===== src/rtl/hbs_pkg.sv =====
// Heartbeat supervisor package: field widths, event and action codes,
// register map, reset values and the command/status types shared by the modules.
// No dependencies.
package hbs_pkg;

   localparam int AGENTS_DEFAULT = 8;
   localparam int MASK_W         = 8;
   localparam int TMO_W          = 8;
   localparam int CNT_W          = 16;
   localparam int MODE_W         = 2;
   localparam int AGENT_W        = 3;
   localparam int ACTION_W       = 2;
   localparam int CSR_ADDR_W     = 5;
   localparam int CSR_DATA_W     = 32;
   localparam int CSR_INDEX_W    = 3;

   localparam logic [MODE_W-1:0] MODE_TICK     = 2'd0;
   localparam logic [MODE_W-1:0] MODE_ANSWER   = 2'd1;
   localparam logic [MODE_W-1:0] MODE_SHUTDOWN = 2'd2;
   localparam logic [MODE_W-1:0] MODE_FINISHED = 2'd3;

   localparam logic [ACTION_W-1:0] SHUT_NONE     = 2'd0;
   localparam logic [ACTION_W-1:0] SHUT_REBOOT   = 2'd1;

   localparam logic [CSR_INDEX_W-1:0] REG_ENABLE_MASK  = 3'd0;
   localparam logic [CSR_INDEX_W-1:0] REG_ALIVE_TMO    = 3'd1;
   localparam logic [CSR_INDEX_W-1:0] REG_TERM_GUARD   = 3'd2;
   localparam logic [CSR_INDEX_W-1:0] REG_TERM_TMO     = 3'd3;
   localparam logic [CSR_INDEX_W-1:0] REG_KEEP_PERIOD  = 3'd4;
   localparam logic [CSR_INDEX_W-1:0] REG_ALIVE_PERIOD = 3'd5;
   localparam logic [CSR_INDEX_W-1:0] REG_TERM_PERIOD  = 3'd6;

   localparam logic [MASK_W-1:0] RST_ENABLE_MASK  = 8'd255;
   localparam logic [TMO_W-1:0]  RST_ALIVE_TMO    = 8'd5;
   localparam logic [CNT_W-1:0]  RST_TERM_GUARD   = 16'd300;
   localparam logic [CNT_W-1:0]  RST_TERM_TMO     = 16'd600;
   localparam logic [CNT_W-1:0]  RST_KEEP_PERIOD  = 16'd10;
   localparam logic [CNT_W-1:0]  RST_ALIVE_PERIOD = 16'd10;
   localparam logic [CNT_W-1:0]  RST_TERM_PERIOD  = 16'd10;

   typedef struct packed {
      logic [MASK_W-1:0] agent_enable_mask;
      logic [TMO_W-1:0]  alive_timeout;
      logic [CNT_W-1:0]  term_guard_level;
      logic [CNT_W-1:0]  term_timeout;
      logic [CNT_W-1:0]  keepalive_period;
      logic [CNT_W-1:0]  alive_check_period;
      logic [CNT_W-1:0]  term_check_period;
   } hbs_cfg_type;

   typedef struct packed {
      logic load;
      logic apply_event;
      logic prescale;
      logic step;
      logic publish;
   } hbs_cmd_type;

   typedef struct packed {
      logic is_tick;
   } hbs_sts_type;

endpackage


===== src/rtl/hbs_if.sv =====
// Heartbeat supervisor channel interfaces: event items in, result items out.
// Depends on hbs_pkg.
interface hbs_req_if
   import hbs_pkg::*;
();
   logic                valid;
   logic                ready;
   logic [MODE_W-1:0]   mode;
   logic [AGENT_W-1:0]  agent;
   logic                shutdown_kind;
   logic [MASK_W-1:0]   send_accept;

   modport source (output valid, mode, agent, shutdown_kind, send_accept, input ready);
   modport sink   (input valid, mode, agent, shutdown_kind, send_accept, output ready);
endinterface

interface hbs_rsp_if
   import hbs_pkg::*;
();
   logic                valid;
   logic                ready;
   logic                kick;
   logic [MASK_W-1:0]   request_sent;
   logic [MASK_W-1:0]   restart;
   logic [ACTION_W-1:0] shut_action;

   modport source (output valid, kick, request_sent, restart, shut_action, input ready);
   modport sink   (input valid, kick, request_sent, restart, shut_action, output ready);
endinterface


===== src/rtl/hbs_ctrl.sv =====
// Heartbeat supervisor controller: sequences decode, prescale, agent scan and
// result hand-off, and owns the result valid flag. Depends on hbs_pkg.
module hbs_ctrl
   import hbs_pkg::*;
#(
   parameter int SLOTS = AGENTS_DEFAULT,
   parameter int IDX_W = 3
) (
   input  logic             clock,
   input  logic             reset,
   input  logic             req_valid,
   output logic             req_ready,
   output logic             rsp_valid,
   input  logic             rsp_ready,
   input  hbs_sts_type      sts,
   output hbs_cmd_type      cmd,
   output logic [IDX_W-1:0] idx
);

   typedef enum logic [1:0] {ST_IDLE, ST_DECODE, ST_SCAN, ST_FINISH} state_type;

   state_type        state_ff;
   logic [IDX_W-1:0] idx_ff;
   logic             out_valid_ff;
   logic             out_free;

   assign out_free  = !out_valid_ff || rsp_ready;
   assign req_ready = (state_ff == ST_IDLE);
   assign rsp_valid = out_valid_ff;
   assign idx       = idx_ff;

   always_comb begin
      cmd             = '0;
      cmd.load        = (state_ff == ST_IDLE) && req_valid;
      cmd.apply_event = (state_ff == ST_DECODE) && !sts.is_tick;
      cmd.prescale    = (state_ff == ST_DECODE) && sts.is_tick;
      cmd.step        = (state_ff == ST_SCAN);
      cmd.publish     = (state_ff == ST_FINISH) && out_free;
   end

   always_ff @(posedge clock) begin
      if (reset) begin
         state_ff     <= ST_IDLE;
         idx_ff       <= '0;
         out_valid_ff <= 1'b0;
      end else begin
         if (cmd.publish) begin
            out_valid_ff <= 1'b1;
         end else if (rsp_ready) begin
            out_valid_ff <= 1'b0;
         end
         unique case (state_ff)
            ST_IDLE: begin
               if (req_valid) begin
                  state_ff <= ST_DECODE;
               end
            end
            ST_DECODE: begin
               idx_ff   <= '0;
               state_ff <= sts.is_tick ? ST_SCAN : ST_FINISH;
            end
            ST_SCAN: begin
               if (idx_ff == IDX_W'(SLOTS - 1)) begin
                  state_ff <= ST_FINISH;
               end else begin
                  idx_ff <= idx_ff + 1'b1;
               end
            end
            ST_FINISH: begin
               if (out_free) begin
                  state_ff <= ST_IDLE;
               end
            end
            default: state_ff <= ST_IDLE;
         endcase
      end
   end

endmodule


===== src/rtl/hbs_dp.sv =====
// Heartbeat supervisor datapath: prescalers, shutdown countdown, per-agent
// miss counters and flags, result and output registers. Depends on hbs_pkg.
module hbs_dp
   import hbs_pkg::*;
#(
   parameter int SLOTS = AGENTS_DEFAULT,
   parameter int IDX_W = 3
) (
   input  logic                clock,
   input  logic                reset,
   input  hbs_cfg_type         cfg,
   input  hbs_cmd_type         cmd,
   input  logic [IDX_W-1:0]    idx,
   output hbs_sts_type         sts,
   input  logic [MODE_W-1:0]   in_mode,
   input  logic [AGENT_W-1:0]  in_agent,
   input  logic                in_kind,
   input  logic [MASK_W-1:0]   in_accept,
   output logic                out_kick,
   output logic [MASK_W-1:0]   out_sent,
   output logic [MASK_W-1:0]   out_restart,
   output logic [ACTION_W-1:0] out_action
);

   localparam logic [MASK_W-1:0] SLOT_MASK = MASK_W'((1 << SLOTS) - 1);

   // item
   logic [MODE_W-1:0]   mode_ff,   mode_in;
   logic [AGENT_W-1:0]  agent_ff,  agent_in;
   logic                kind_ff,   kind_in;
   logic [MASK_W-1:0]   accept_ff, accept_in;
   // state
   logic [CNT_W-1:0]    kdiv_ff, kdiv_in;
   logic [CNT_W-1:0]    adiv_ff, adiv_in;
   logic [CNT_W-1:0]    tdiv_ff, tdiv_in;
   logic [TMO_W-1:0]    miss_ff [SLOTS];
   logic [TMO_W-1:0]    miss_in [SLOTS];
   logic [MASK_W-1:0]   pending_ff, pending_in;
   logic [MASK_W-1:0]   answered_ff, answered_in;
   logic [ACTION_W-1:0] shut_ff, shut_in;
   logic [CNT_W-1:0]    count_ff, count_in;
   logic                finished_ff, finished_in;
   logic                check_ff, check_in;
   // result under construction and output register
   logic                kick_ff, kick_in;
   logic [MASK_W-1:0]   sent_ff, sent_in;
   logic [MASK_W-1:0]   restart_ff, restart_in;
   logic [ACTION_W-1:0] action_ff, action_in;
   logic                okick_ff, okick_in;
   logic [MASK_W-1:0]   osent_ff, osent_in;
   logic [MASK_W-1:0]   orestart_ff, orestart_in;
   logic [ACTION_W-1:0] oaction_ff, oaction_in;

   function automatic logic [CNT_W:0] prescale(input logic [CNT_W-1:0] div,
                                                input logic [CNT_W-1:0] period);
      logic [CNT_W-1:0] dec;
      dec = (div != '0) ? div - 1'b1 : div;
      return (dec == '0) ? {1'b1, period} : {1'b0, dec};
   endfunction

   assign sts.is_tick = (mode_ff == MODE_TICK);
   assign out_kick    = okick_ff;
   assign out_sent    = osent_ff;
   assign out_restart = orestart_ff;
   assign out_action  = oaction_ff;

   always_comb begin
      logic [CNT_W:0]    kp, ap, tp;
      logic [CNT_W-1:0]  cnt;
      logic [TMO_W-1:0]  m;
      logic              pend;
      logic [IDX_W-1:0]  aidx;

      mode_in     = mode_ff;
      agent_in    = agent_ff;
      kind_in     = kind_ff;
      accept_in   = accept_ff;
      kdiv_in     = kdiv_ff;
      adiv_in     = adiv_ff;
      tdiv_in     = tdiv_ff;
      miss_in     = miss_ff;
      pending_in  = pending_ff;
      answered_in = answered_ff;
      shut_in     = shut_ff;
      count_in    = count_ff;
      finished_in = finished_ff;
      check_in    = check_ff;
      kick_in     = kick_ff;
      sent_in     = sent_ff;
      restart_in  = restart_ff;
      action_in   = action_ff;
      okick_in    = okick_ff;
      osent_in    = osent_ff;
      orestart_in = orestart_ff;
      oaction_in  = oaction_ff;
      kp          = '0;
      ap          = '0;
      tp          = '0;
      cnt         = count_ff;
      m           = miss_ff[idx];
      pend        = pending_ff[idx];
      aidx        = agent_ff[IDX_W-1:0];

      if (cmd.load) begin
         mode_in   = in_mode;
         agent_in  = in_agent;
         kind_in   = in_kind;
         accept_in = in_accept;
      end

      if (cmd.apply_event) begin
         kick_in    = 1'b0;
         sent_in    = '0;
         restart_in = '0;
         action_in  = SHUT_NONE;
         check_in   = 1'b0;
         case (mode_ff)
            MODE_ANSWER: begin
               if ({1'b0, agent_ff} < (AGENT_W + 1)'(SLOTS)) begin
                  answered_in[agent_ff] = 1'b1;
                  miss_in[aidx]         = cfg.alive_timeout;
               end
            end
            MODE_SHUTDOWN: begin
               if (shut_ff == SHUT_NONE) begin
                  shut_in  = SHUT_REBOOT + ACTION_W'(kind_ff);
                  count_in = cfg.term_timeout;
               end
            end
            MODE_FINISHED: finished_in = 1'b1;
            default: ;
         endcase
      end

      if (cmd.prescale) begin
         kp         = prescale(kdiv_ff, cfg.keepalive_period);
         tp         = prescale(tdiv_ff, cfg.term_check_period);
         ap         = prescale(adiv_ff, cfg.alive_check_period);
         kdiv_in    = kp[CNT_W-1:0];
         tdiv_in    = tp[CNT_W-1:0];
         adiv_in    = ap[CNT_W-1:0];
         kick_in    = kp[CNT_W];
         sent_in    = '0;
         restart_in = '0;
         action_in  = SHUT_NONE;
         if (tp[CNT_W] && shut_ff != SHUT_NONE) begin
            if (count_ff != '0) begin
               cnt = count_ff - 1'b1;
            end
            count_in = cnt;
            if (cnt == '0 || finished_ff) begin
               action_in = shut_ff;
            end
         end
         check_in = ap[CNT_W] && !(shut_ff != SHUT_NONE && cnt < cfg.term_guard_level);
      end

      if (cmd.step && check_ff && cfg.agent_enable_mask[idx]) begin
         if (answered_ff[idx]) begin
            pend = 1'b1;
         end else if (m != '0) begin
            m = m - 1'b1;
         end
         if (m == '0) begin
            restart_in[idx] = 1'b1;
            m               = cfg.alive_timeout;
            pend            = 1'b1;
         end
         if (pend) begin
            if (accept_ff[idx]) begin
               pend         = 1'b0;
               sent_in[idx] = 1'b1;
            end
            answered_in[idx] = 1'b0;
         end
         miss_in[idx]    = m;
         pending_in[idx] = pend;
      end

      if (cmd.publish) begin
         okick_in    = kick_ff;
         osent_in    = sent_ff;
         orestart_in = restart_ff;
         oaction_in  = action_ff;
      end
   end

   always_ff @(posedge clock) begin
      if (reset) begin
         kdiv_ff     <= '0;
         adiv_ff     <= '0;
         tdiv_ff     <= '0;
         for (int i = 0; i < SLOTS; i++) begin
            miss_ff[i] <= RST_ALIVE_TMO;
         end
         pending_ff  <= SLOT_MASK;
         answered_ff <= '0;
         shut_ff     <= SHUT_NONE;
         count_ff    <= '0;
         finished_ff <= 1'b0;
         check_ff    <= 1'b0;
      end else begin
         kdiv_ff     <= kdiv_in;
         adiv_ff     <= adiv_in;
         tdiv_ff     <= tdiv_in;
         miss_ff     <= miss_in;
         pending_ff  <= pending_in;
         answered_ff <= answered_in;
         shut_ff     <= shut_in;
         count_ff    <= count_in;
         finished_ff <= finished_in;
         check_ff    <= check_in;
      end
   end

   always_ff @(posedge clock) begin
      mode_ff     <= mode_in;
      agent_ff    <= agent_in;
      kind_ff     <= kind_in;
      accept_ff   <= accept_in;
      kick_ff     <= kick_in;
      sent_ff     <= sent_in;
      restart_ff  <= restart_in;
      action_ff   <= action_in;
      okick_ff    <= okick_in;
      osent_ff    <= osent_in;
      orestart_ff <= orestart_in;
      oaction_ff  <= oaction_in;
   end

endmodule


===== src/rtl/multi_agent_heartbeat_supervisor.sv =====
// Heartbeat supervisor top level: configuration registers on the APB port,
// controller and datapath. Depends on hbs_pkg, hbs_if, hbs_ctrl, hbs_dp.
//
// Supervises up to eight agents by heartbeat and sequences a reboot or power-off.
// One item is handled at a time. A base tick passes through decode, a scan of
// the miss counters, one agent per cycle over SLOTS agents (SLOTS being AGENTS
// capped at eight), and a finish step that waits for the output register to be
// free before its result is offered; answer, shutdown-start and finished items
// skip the scan. The next item is taken once the previous result is registered,
// even while that result still waits on rsp_chan.
// Registers sit at byte address 4*i; writes should only be made while idle.
module multi_agent_heartbeat_supervisor
   import hbs_pkg::*;
#(
   parameter int AGENTS = AGENTS_DEFAULT
) (
   input  logic                  clock,
   input  logic                  reset,
   hbs_req_if.sink               req_chan,
   hbs_rsp_if.source             rsp_chan,
   input  logic                  psel,
   input  logic                  penable,
   input  logic                  pwrite,
   input  logic [CSR_ADDR_W-1:0] paddr,
   input  logic [CSR_DATA_W-1:0] pwdata,
   output logic [CSR_DATA_W-1:0] prdata,
   output logic                  pready
);

   localparam int SLOTS = (AGENTS < 8) ? AGENTS : 8;
   localparam int IDX_W = (SLOTS > 1) ? $clog2(SLOTS) : 1;

   hbs_cfg_type             cfg_ff;
   hbs_cmd_type             cmd;
   hbs_sts_type             sts;
   logic [IDX_W-1:0]        idx;
   logic [CSR_INDEX_W-1:0]  reg_index;

   assign pready    = 1'b1;
   assign reg_index = paddr[CSR_ADDR_W-1:2];

   always_ff @(posedge clock) begin
      if (reset) begin
         cfg_ff.agent_enable_mask  <= RST_ENABLE_MASK;
         cfg_ff.alive_timeout      <= RST_ALIVE_TMO;
         cfg_ff.term_guard_level   <= RST_TERM_GUARD;
         cfg_ff.term_timeout       <= RST_TERM_TMO;
         cfg_ff.keepalive_period   <= RST_KEEP_PERIOD;
         cfg_ff.alive_check_period <= RST_ALIVE_PERIOD;
         cfg_ff.term_check_period  <= RST_TERM_PERIOD;
      end else if (psel && penable && pwrite) begin
         unique case (reg_index)
            REG_ENABLE_MASK:  cfg_ff.agent_enable_mask  <= pwdata[MASK_W-1:0];
            REG_ALIVE_TMO:    cfg_ff.alive_timeout      <= pwdata[TMO_W-1:0];
            REG_TERM_GUARD:   cfg_ff.term_guard_level   <= pwdata[CNT_W-1:0];
            REG_TERM_TMO:     cfg_ff.term_timeout       <= pwdata[CNT_W-1:0];
            REG_KEEP_PERIOD:  cfg_ff.keepalive_period   <= pwdata[CNT_W-1:0];
            REG_ALIVE_PERIOD: cfg_ff.alive_check_period <= pwdata[CNT_W-1:0];
            REG_TERM_PERIOD:  cfg_ff.term_check_period  <= pwdata[CNT_W-1:0];
            default: ;
         endcase
      end
   end

   always_comb begin
      unique case (reg_index)
         REG_ENABLE_MASK:  prdata = CSR_DATA_W'(cfg_ff.agent_enable_mask);
         REG_ALIVE_TMO:    prdata = CSR_DATA_W'(cfg_ff.alive_timeout);
         REG_TERM_GUARD:   prdata = CSR_DATA_W'(cfg_ff.term_guard_level);
         REG_TERM_TMO:     prdata = CSR_DATA_W'(cfg_ff.term_timeout);
         REG_KEEP_PERIOD:  prdata = CSR_DATA_W'(cfg_ff.keepalive_period);
         REG_ALIVE_PERIOD: prdata = CSR_DATA_W'(cfg_ff.alive_check_period);
         REG_TERM_PERIOD:  prdata = CSR_DATA_W'(cfg_ff.term_check_period);
         default:          prdata = '0;
      endcase
   end

   hbs_ctrl #(
      .SLOTS (SLOTS),
      .IDX_W (IDX_W)
   ) u_ctrl (
      .clock     (clock),
      .reset     (reset),
      .req_valid (req_chan.valid),
      .req_ready (req_chan.ready),
      .rsp_valid (rsp_chan.valid),
      .rsp_ready (rsp_chan.ready),
      .sts       (sts),
      .cmd       (cmd),
      .idx       (idx)
   );

   hbs_dp #(
      .SLOTS (SLOTS),
      .IDX_W (IDX_W)
   ) u_dp (
      .clock       (clock),
      .reset       (reset),
      .cfg         (cfg_ff),
      .cmd         (cmd),
      .idx         (idx),
      .sts         (sts),
      .in_mode     (req_chan.mode),
      .in_agent    (req_chan.agent),
      .in_kind     (req_chan.shutdown_kind),
      .in_accept   (req_chan.send_accept),
      .out_kick    (rsp_chan.kick),
      .out_sent    (rsp_chan.request_sent),
      .out_restart (rsp_chan.restart),
      .out_action  (rsp_chan.shut_action)
   );

endmodule


===== src/flat_wrapper.sv =====
// flat-port wrapper written by rule: the top's interface ports become plain ports
module multi_agent_heartbeat_supervisor_flat import hbs_pkg::*;
#(
   parameter int AGENTS = AGENTS_DEFAULT
)
  (clock, reset, psel, penable, pwrite, paddr, pwdata, prdata, pready, req_chan_valid, req_chan_mode, req_chan_agent, req_chan_shutdown_kind, req_chan_send_accept, req_chan_ready, rsp_chan_valid, rsp_chan_kick, rsp_chan_request_sent, rsp_chan_restart, rsp_chan_shut_action, rsp_chan_ready);
  hbs_req_if req_chan_i ();
  hbs_rsp_if rsp_chan_i ();
  input  logic clock;
  input  logic reset;
  input  logic psel;
  input  logic penable;
  input  logic pwrite;
  input  logic [CSR_ADDR_W-1:0] paddr;
  input  logic [CSR_DATA_W-1:0] pwdata;
  output logic [CSR_DATA_W-1:0] prdata;
  output logic pready;
  input wire logic [$bits(req_chan_i.valid)-1:0] req_chan_valid;
  input wire logic [$bits(req_chan_i.mode)-1:0] req_chan_mode;
  input wire logic [$bits(req_chan_i.agent)-1:0] req_chan_agent;
  input wire logic [$bits(req_chan_i.shutdown_kind)-1:0] req_chan_shutdown_kind;
  input wire logic [$bits(req_chan_i.send_accept)-1:0] req_chan_send_accept;
  output wire logic [$bits(req_chan_i.ready)-1:0] req_chan_ready;
  output wire logic [$bits(rsp_chan_i.valid)-1:0] rsp_chan_valid;
  output wire logic [$bits(rsp_chan_i.kick)-1:0] rsp_chan_kick;
  output wire logic [$bits(rsp_chan_i.request_sent)-1:0] rsp_chan_request_sent;
  output wire logic [$bits(rsp_chan_i.restart)-1:0] rsp_chan_restart;
  output wire logic [$bits(rsp_chan_i.shut_action)-1:0] rsp_chan_shut_action;
  input wire logic [$bits(rsp_chan_i.ready)-1:0] rsp_chan_ready;
  assign req_chan_i.valid = req_chan_valid;
  assign req_chan_i.mode = req_chan_mode;
  assign req_chan_i.agent = req_chan_agent;
  assign req_chan_i.shutdown_kind = req_chan_shutdown_kind;
  assign req_chan_i.send_accept = req_chan_send_accept;
  assign req_chan_ready = req_chan_i.ready;
  assign rsp_chan_valid = rsp_chan_i.valid;
  assign rsp_chan_kick = rsp_chan_i.kick;
  assign rsp_chan_request_sent = rsp_chan_i.request_sent;
  assign rsp_chan_restart = rsp_chan_i.restart;
  assign rsp_chan_shut_action = rsp_chan_i.shut_action;
  assign rsp_chan_i.ready = rsp_chan_ready;
  multi_agent_heartbeat_supervisor #(.AGENTS(AGENTS)) u_core (.clock(clock), .reset(reset), .req_chan(req_chan_i), .rsp_chan(rsp_chan_i), .psel(psel), .penable(penable), .pwrite(pwrite), .paddr(paddr), .pwdata(pwdata), .prdata(prdata), .pready(pready));
endmodule

===== config.mk =====
export PLATFORM = sky130hd
export DESIGN_NAME = multi_agent_heartbeat_supervisor_flat
export DESIGN_NICKNAME = d
export VERILOG_FILES = /design/src/rtl/hbs_pkg.sv /design/src/rtl/hbs_if.sv /design/src/rtl/hbs_ctrl.sv /design/src/rtl/hbs_dp.sv /design/src/rtl/multi_agent_heartbeat_supervisor.sv /design/src/flat_wrapper.sv
export SDC_FILE = /design/constraint.sdc
export NUM_CORES = 1
export LEC_CHECK = 0
export ABC_AREA = 1
export CAP_MARGIN = 10
export CORE_MARGIN = 2
export CORE_UTILIZATION = 53
export DETAILED_ROUTE_END_ITERATION = 10
export DONT_BUFFER_PORTS = 1
export PLACE_DENSITY = 0.68
export SETUP_SLACK_MARGIN = 0.15
export SLEW_MARGIN = 20
export SYNTH_ARGS = -nofsm -noshare
export SYNTH_HDL_FRONTEND = slang
export SYNTH_SLANG_ARGS = --single-unit

===== constraint.sdc =====
create_clock -name clock -period 4.15 [get_ports clock]
set_input_delay 0.6225 -clock clock [delete_from_list [all_inputs] [get_ports clock]]
set_output_delay 0.6225 -clock clock [all_outputs]
set_load 0.005 [all_outputs]

After elaboration in Yosys (flattened, before gate mapping)
Cells that the tools add are included.
{"block": "word_totals", "reg_bits": 302, "input_bits": 58, "out_inout_bits": 54, "wordCells": 210}
{"block": "op_classes", "addsub": 7, "n_lt_le_gt_ge": 9, "eq_ne": 17, "muxes": 82, "bitwise": 7, "reduce_logical": 49}
{"operator": "$mux 16", "n": 13}
{"operator": "$mux 64", "n": 3}
{"operator": "$mux 8", "n": 22}
{"operator": "$bwmux 64", "n": 2}
{"operator": "$pmux 16 s7", "n": 1}
{"operator": "$logic_not 16->1", "n": 4}
{"operator": "$reduce_bool 16->1", "n": 4}
{"operator": "$sub 16x1->16 const B", "n": 4}
{"operator": "$mux 17", "n": 3}
{"operator": "$demux 8 s3", "n": 2}
{"operator": "$bmux 8 s3", "n": 1}
{"operator": "$or 8x8->8", "n": 3}
{"operator": "$mux 1", "n": 18}
{"operator": "$reduce_and 2->1", "n": 9}
{"operator": "$lt 16x16->1", "n": 1}
{"operator": "$logic_and 1x1->1", "n": 15}
{"operator": "$mux 2", "n": 7}
{"operator": "$bmux 1 s3", "n": 4}
{"operator": "$eq 3x3->1 const B", "n": 4}
{"operator": "$and 8x8->8", "n": 1}
{"operator": "$bwmux 8", "n": 1}
{"operator": "$eq 2x2->1 const B", "n": 4}
{"operator": "$ge 4x4->1 const B", "n": 2}
{"operator": "$logic_not 8->1", "n": 1}
{"operator": "24 further kinds", "n": 42}

Longest topological paths before layout
{"block": "depth", "word_depth": 14, "ltp_mapped": 25, "ltp_nobuf": 25}

Hierarchy
A second synthesis with hierarchy kept.
{"block": "hier_totals", "cells_unflattened": 2567, "area_unflattened_um2": 17033.8}
{"module": "hbs_dp", "n_inst": 1, "cells_per_inst": 1756, "area_per_inst_um2": 11756.3, "seq_area_each_um2": 4364.2}
{"module": "multi_agent_heartbeat_supervisor", "n_inst": 1, "cells_per_inst": 757, "area_per_inst_um2": 4893.4, "seq_area_each_um2": 1921.8}
{"module": "hbs_ctrl", "n_inst": 1, "cells_per_inst": 54, "area_per_inst_um2": 384.1, "seq_area_each_um2": 120.1}

Least setup slack after synthesis
Ideal clock, no wire load.
{"block": "synth_path", "path_kind": "register to register", "from": "register u_core.u_dp.tdiv_ff[0]", "to": "register u_core.u_dp.check_ff", "setup_time_ps": 132, "t_arrival_ps": 3049, "required_time_ps": 4018, "slack_ps": 969, "stages_incl_launch_ff": 23, "path_buffers": 1, "synth_period_minus_slack_ps": 3181, "path_cell_list": "dfxtp_1 -> inv_1 -> ha_1 -> nand2_1 -> nor2_1 -> nand2_1 -> clkbuf_1 -> o21ai_0 -> nand3_1 -> nor2_1 -> nand4_1 -> clkinv_1 -> nor2_1 -> a21oi_1 -> ha_1 -> a21oi_1 -> nor2_1 -> a211oi_1 -> nand2_1 -> nand2_1 -> nand2_1 -> nand2_1 -> a21oi_1"}
{"block": "synth_via", "elab_chain_len": 12, "elab_cells_between_ends": 13, "cone_classes": "add/sub (1); order compare (1); mux (5); reduce/logical (6)"}
{"item": "start: declaration", "line": "hbs_dp.sv:35", "text": "logic [CNT_W-1:0] tdiv_ff, tdiv_in;"}
{"item": "start signal: assignment", "line": "hbs_dp.sv:205", "text": "tdiv_ff <= tdiv_in;"}
{"item": "$sub 16x1->16 / $reduce_bool 16->1 (equally long branches)", "line": "hbs_dp.sv:57", "text": "dec = (div != '0) ? div - 1'b1 : div;"}
{"item": "$mux 16 *", "line": "hbs_dp.sv:57"}
{"item": "$logic_not 16->1 *", "line": "hbs_dp.sv:58", "text": "return (dec == '0) ? {1'b1, period} : {1'b0, dec};"}
{"item": "$mux 17 *", "line": "hbs_dp.sv:58"}
{"item": "$logic_and 1x1->1 *", "line": "hbs_dp.sv:146", "text": "if (tp[CNT_W] && shut_ff != SHUT_NONE) begin"}
{"item": "$mux 16 *", "line": "hbs_dp.sv:146"}
{"item": "$mux 16 *", "line": "hbs_dp.sv:135", "text": "if (cmd.prescale) begin"}
{"item": "$lt 16x16->1 *", "line": "hbs_dp.sv:155", "text": "check_in = ap[CNT_W] && !(shut_ff != SHUT_NONE && cnt < cfg.term_guard_level);"}
{"item": "$logic_and 1x1->1 *", "line": "hbs_dp.sv:155"}
{"item": "$logic_not 1->1 *", "line": "hbs_dp.sv:155"}
{"item": "$logic_and 1x1->1 *", "line": "hbs_dp.sv:155"}
{"item": "$mux 1 *", "line": "hbs_dp.sv:135"}
{"item": "end signal: assignment", "line": "hbs_dp.sv:212", "text": "check_ff <= check_in;"}
{"item": "end: declaration", "line": "hbs_dp.sv:43", "text": "logic check_ff, check_in;"}
Every way passes the cells marked *; elsewhere a longest branch is shown, timed or not. The select of a mux whose other input is x is not followed.
A chain may end at the register's enable or synchronous reset.

Final worst setup path
{"block": "layout_path", "from": "register u_core.u_ctrl.idx_ff[0], in the netlist u_core.u_ctrl.idx[0]", "to": "register u_core.u_dp.miss_ff[14] (netlist bit)"}
{"block": "layout_via", "elab_chain_len": 13, "elab_cells_between_ends": 24, "cone_classes": "add/sub (1); order compare (2); mux (16); bitwise (1); reduce/logical (4)"}
{"item": "start: declaration", "line": "hbs_ctrl.sv:23", "text": "logic [IDX_W-1:0] idx_ff;"}
{"item": "start signal: assignment", "line": "hbs_ctrl.sv:66", "text": "idx_ff <= idx_ff + 1'b1;"}
{"item": "$not 3->4 (not written as such)", "line": "hbs_dp.sv:100, hbs_dp.sv:176"}
{"item": "$bmux 8 s3", "line": "hbs_dp.sv:100", "text": "m = miss_ff[idx];"}
{"item": "$mux 8 (not written as such) (2 in a row)", "line": "hbs_dp.sv:100"}
{"item": "$sub 8x1->8 / $reduce_bool 8->1 (equally long branches)", "line": "hbs_dp.sv:162, hbs_dp.sv:161"}
{"item": "$mux 8", "line": "hbs_dp.sv:161", "text": "end else if (m != '0) begin"}
{"item": "$mux 8", "line": "hbs_dp.sv:159", "text": "if (answered_ff[idx]) begin"}
{"item": "$mux 8", "line": "hbs_dp.sv:158", "text": "if (cmd.step && check_ff && cfg.agent_enable_mask[idx]) begin"}
{"item": "$logic_not 8->1", "line": "hbs_dp.sv:164", "text": "if (m == '0) begin"}
{"item": "$mux 8", "line": "hbs_dp.sv:164"}
{"item": "$mux 8", "line": "hbs_dp.sv:158"}
{"item": "$bwmux 64", "line": "hbs_dp.sv:176", "text": "miss_in[idx] = m;"}
{"item": "$mux 64 *", "line": "hbs_dp.sv:158"}
{"item": "end signal: assignment", "line": "hbs_dp.sv:206", "text": "miss_ff <= miss_in;"}
{"item": "end: declaration", "line": "hbs_dp.sv:36", "text": "logic [TMO_W-1:0] miss_ff [SLOTS];"}
Marked as above.

==> qor.txt <==
Place WS -> 0.3580 ns
TritonCTS buffer count -> 35
width of the die -> 179.4 um
final wirelength -> 51760 um
commonest non-fill, non-tap cell in the layout -> nand2_1
clk sinks -> 302
Hold WC Path Type -> input port to flop
CTS H-tree lvls -> 2
#FFs+latches synth -> 302
Area Growth Syn to Fin -> 9.632%
reg-to-reg slack, setup -> 0.39 ns
Syn Inst Count -> 2337
P per Cell Area -> 879.6 nW/um2
Ys Warns -> 0
Reg2Reg Depth -> 18
synthesized area per cell -> 6.976 um2
final setup vio count -> 0
wire length of the first global-routing pass -> 79940 um
peak supply drop -> 0.001198 V
wire per inst -> 18.89 um
Rel. slew slack -> 0.2804
Setup WS post-layout -> 0.3857 ns
crit end category -> flop
vias in the first global route -> 14420
multi-input logic area -> 8358 um2
Worst EP required -> 4.60 ns
Final Cycle Share -> 0.9071
Startpoint Class -> flop
initial antenna violation count -> 0
CTS tree -> yes
CTS Buffer Depth -> 3
count of different cell masters after synthesis -> 61
number of fill cells -> 2933
Setup CP Type -> flop to flop
DRC Markers -> 0
Sequential cell area -> 6406 um2
status -> finished, final reports clean
Post-synth EDFFs -> 36
P_leak -> 7.902 nW
number of port buffers -> 0
Seq/Total Area, Yosys -> 0.3929
total number of vias -> 15860
Worst Skew -> 0.03346 ns
crit path max fanout -> 9
placed instance count -> 2677
Worst-path clk slew -> 0.06 ns
Gates resized, CTS repair -> 0
max-cap check violation count -> 0
RSZ-0062 raised after global routing -> false
share of synthesized registers carrying an async set or reset -> 0
R2R Path End -> u_core.u_dp.miss_ff[14]
Hold Crit Depth -> 0
Remaining Overflow, GRT -> 0
hold_buf cts -> 0
commonest cells after routing, fill and taps aside -> nand2_1 (496), inv_1 (272), dfxtp_1 (266)
Initial Utilization -> 0.5358
post-route cell area -> 17870 um2
Ports -> 112
share of layout cells above drive strength 1 -> 0.07341
max-slew violation count -> 0
DRT Pass-1 Iters -> 6
root buffer cell -> clkbuf_16
Fin Setup TNS -> 0 ns
Worst Tran Pin Value -> 1.079 ns
Post-Syn Area -> 16300 um2
Synth Flop Type -> dfxtp_1
DR iter-0 viols -> 1600
Final Critical Period -> 3.764 ns
reg2reg start -> u_core.u_ctrl.idx[0]
full die area -> 32180 um2
Area after DPL -> 16660 um2
Clk Latency, worst-skew pair -> 0.53 ns
GRT Overall Usage -> 0.3179
end of the worst hold path -> u_core.u_dp.accept_ff[0]
Max Clk Rate -> 265.7 MHz
Setup Buffers After CTS -> 0
Fin. Hold Viols -> 0
GPL Wtd Cong -> 0.9587
DR vias/cell -> 5.789
hold_sp -> req_chan_send_accept[0]
Core ar. -> 30430 um2
Nets -> 2404
Post-DRT Antenna Nets -> 0
# rows -> 64
largest net degree at the start of global routing -> 139
Final Non-Filler Cells -> 2740
Critical Path AT -> 4.21 ns
Die Y-Extent -> 179.4 um
Final HPWL DP -> 37190 um
per-stage QoR:
step           hold WS [ns]  power, mW    util
2_1_floorplan        0.4003      9.684       -
3_3_place_gp         0.4155      11.98  0.5476
3_5_place_dp         0.4158      12.05  0.5476
4_1_cts              0.1720      15.19  0.5859
5_1_grt              0.1748      17.91  0.5873
6_report             0.1820      15.72  0.5874
power by group:
| group | total (mW) | switching, mW | internal (mW) |
|---|---|---|---|
| sequential | 3.40 | 0.200 | 3.20 |
| clock | 3.12 | 1.27 | 1.85 |
| combinational | 9.20 | 6.43 | 2.78 |
critical path: stages (launching register included):
cell and delay, ns:
dfxtp_1 0.59, inv_4 0.14, nand3_2 0.23, inv_2 0.16, a22o_1 0.21, a21oi_1 0.23
nand4_4 0.17, inv_2 0.12, ha_1 0.20, inv_1 0.10, nor3_4 0.23, nand3_1 0.12
nand3_2 0.22, nand2_2 0.09, nor2_4 0.19, nand3_1 0.36, nand3_1 0.19, nand2_1 0.07
inv_1 0.06
state kept, by name, indices dropped and copies added (netlist names), 2 cells and up:
register	cells
u_core.u_ctrl.state_ff	2
u_core.u_dp.agent_ff	3
u_core.u_dp.mode_ff	2
u_core.u_dp.accept_ff	8
u_core.u_dp.kdiv_ff	16
u_core.u_dp.out_sent	8
u_core.u_dp.pending_ff	8
u_core.u_dp.out_restart	8
u_core.u_dp.adiv_ff	16
u_core.u_dp.restart_ff	8
u_core.u_dp.miss_ff	64
u_core.u_dp.sent_ff	8
u_core.u_dp.tdiv_ff	16
u_core.u_dp.shut_ff	2
u_core.u_dp.count_ff	16
u_core.cfg_ff	96
u_core.u_dp.action_ff	2
u_core.u_ctrl.idx	3
u_core.u_dp.answered_ff	8
u_core.u_dp.out_action	2
cell families after synthesis:
family | synth area share
AND/OR/NAND/NOR | 0.2566
AO/OA/AOI/OAI | 0.1989
buffers and inverters | 0.1012
flip-flops | 0.3929
XOR/XNOR | 0.01873
adder cells (fa/ha/maj) | 0.02149
multiplexers | 0.009823
other | 0.0004606
worst max path at each step:
stage / start / end / slack (ns) / cells after the start
2_1_floorplan: u_core.u_dp.tdiv_ff[0] / u_core.u_dp.check_ff / 0.97 / 22
3_3_place_gp: u_core.u_dp.tdiv_ff[0] / u_core.u_dp.check_ff / 0.46 / 22
3_5_place_dp: u_core.u_dp.tdiv_ff[0] / u_core.u_dp.check_ff / 0.36 / 22
4_1_cts: u_core.u_dp.tdiv_ff[0] / u_core.u_dp.check_ff / 0.35 / 22
5_1_grt: u_core.u_dp.tdiv_ff[0] / u_core.u_dp.check_ff / 0.15 / 24
6_report: u_core.u_ctrl.idx[0] / u_core.u_dp.miss_ff[14] / 0.39 / 18
synth_stat cells, types with 2 or more instances:
cell       instances  area (um2)
inv_4              4       25.02
conb_1             2       7.510
or2_2              6       37.54
clkbuf_1          88       330.3
and2_1             2       12.51
a221oi_1          17       148.9
nand3b_1           8       60.06
nor2_4             2       22.52
nand2_4            2       22.52
xor2_1            32       280.3
nor2_2             3       18.77
a22oi_1            8       60.06
nand3_4            3       52.55
ha_1              28       350.3
dfxtp_1          266        5325
inv_1            274        1028
nand3_1          136       680.7
o22ai_1           28       175.2
edfxtp_1          36        1081
mux2i_1           16       160.2
nand4_4            2       42.54
nand2_2            8       50.05
a22o_1             6       52.55
nand2_1          498        1869
o2111ai_1          6       52.55
nand3_2           11       110.1
nor2_1           207       777.0
a221oi_2           2       30.03
nor3_4             2       32.53
nand4_1           23       143.9
a21oi_1          230        1151
a31oi_1            6       37.54
buf_4             21       157.7
o21ai_4            2       32.53
inv_2             10       37.54
nor3_1            34       170.2
clkinv_1          12       45.04
o21ai_1            2       10.01
o21ai_0          251        1256
a211oi_1           5       37.54
o211ai_1          12       90.09
nor4_1             7       43.79
per-layer routing:
layer  vias to the layer above  global-route usage  share of wire
met5                         -                   0              0
met4                         0              0.1079          0.033
met3                       121             0.05549          0.082
met2                       687              0.5372           0.47
met1                      7371              0.4108           0.41
li1                       7683                   -              -
layout make-up:
| class | instances | area share |
|---|---|---|
| diodes | 1 | 0.0001400 |
| clock buffers | 48 | 0.05684 |
| clock inverters | 14 | 0.008330 |
| inverters | 302 | 0.06454 |
| multi-input cells | 1638 | 0.4676 |
| flip-flops and latches | 302 | 0.3584 |
| well taps | 396 | 0.02772 |
| repair buffers | 39 | 0.01638 |
(Power assumes the default switching activity.)
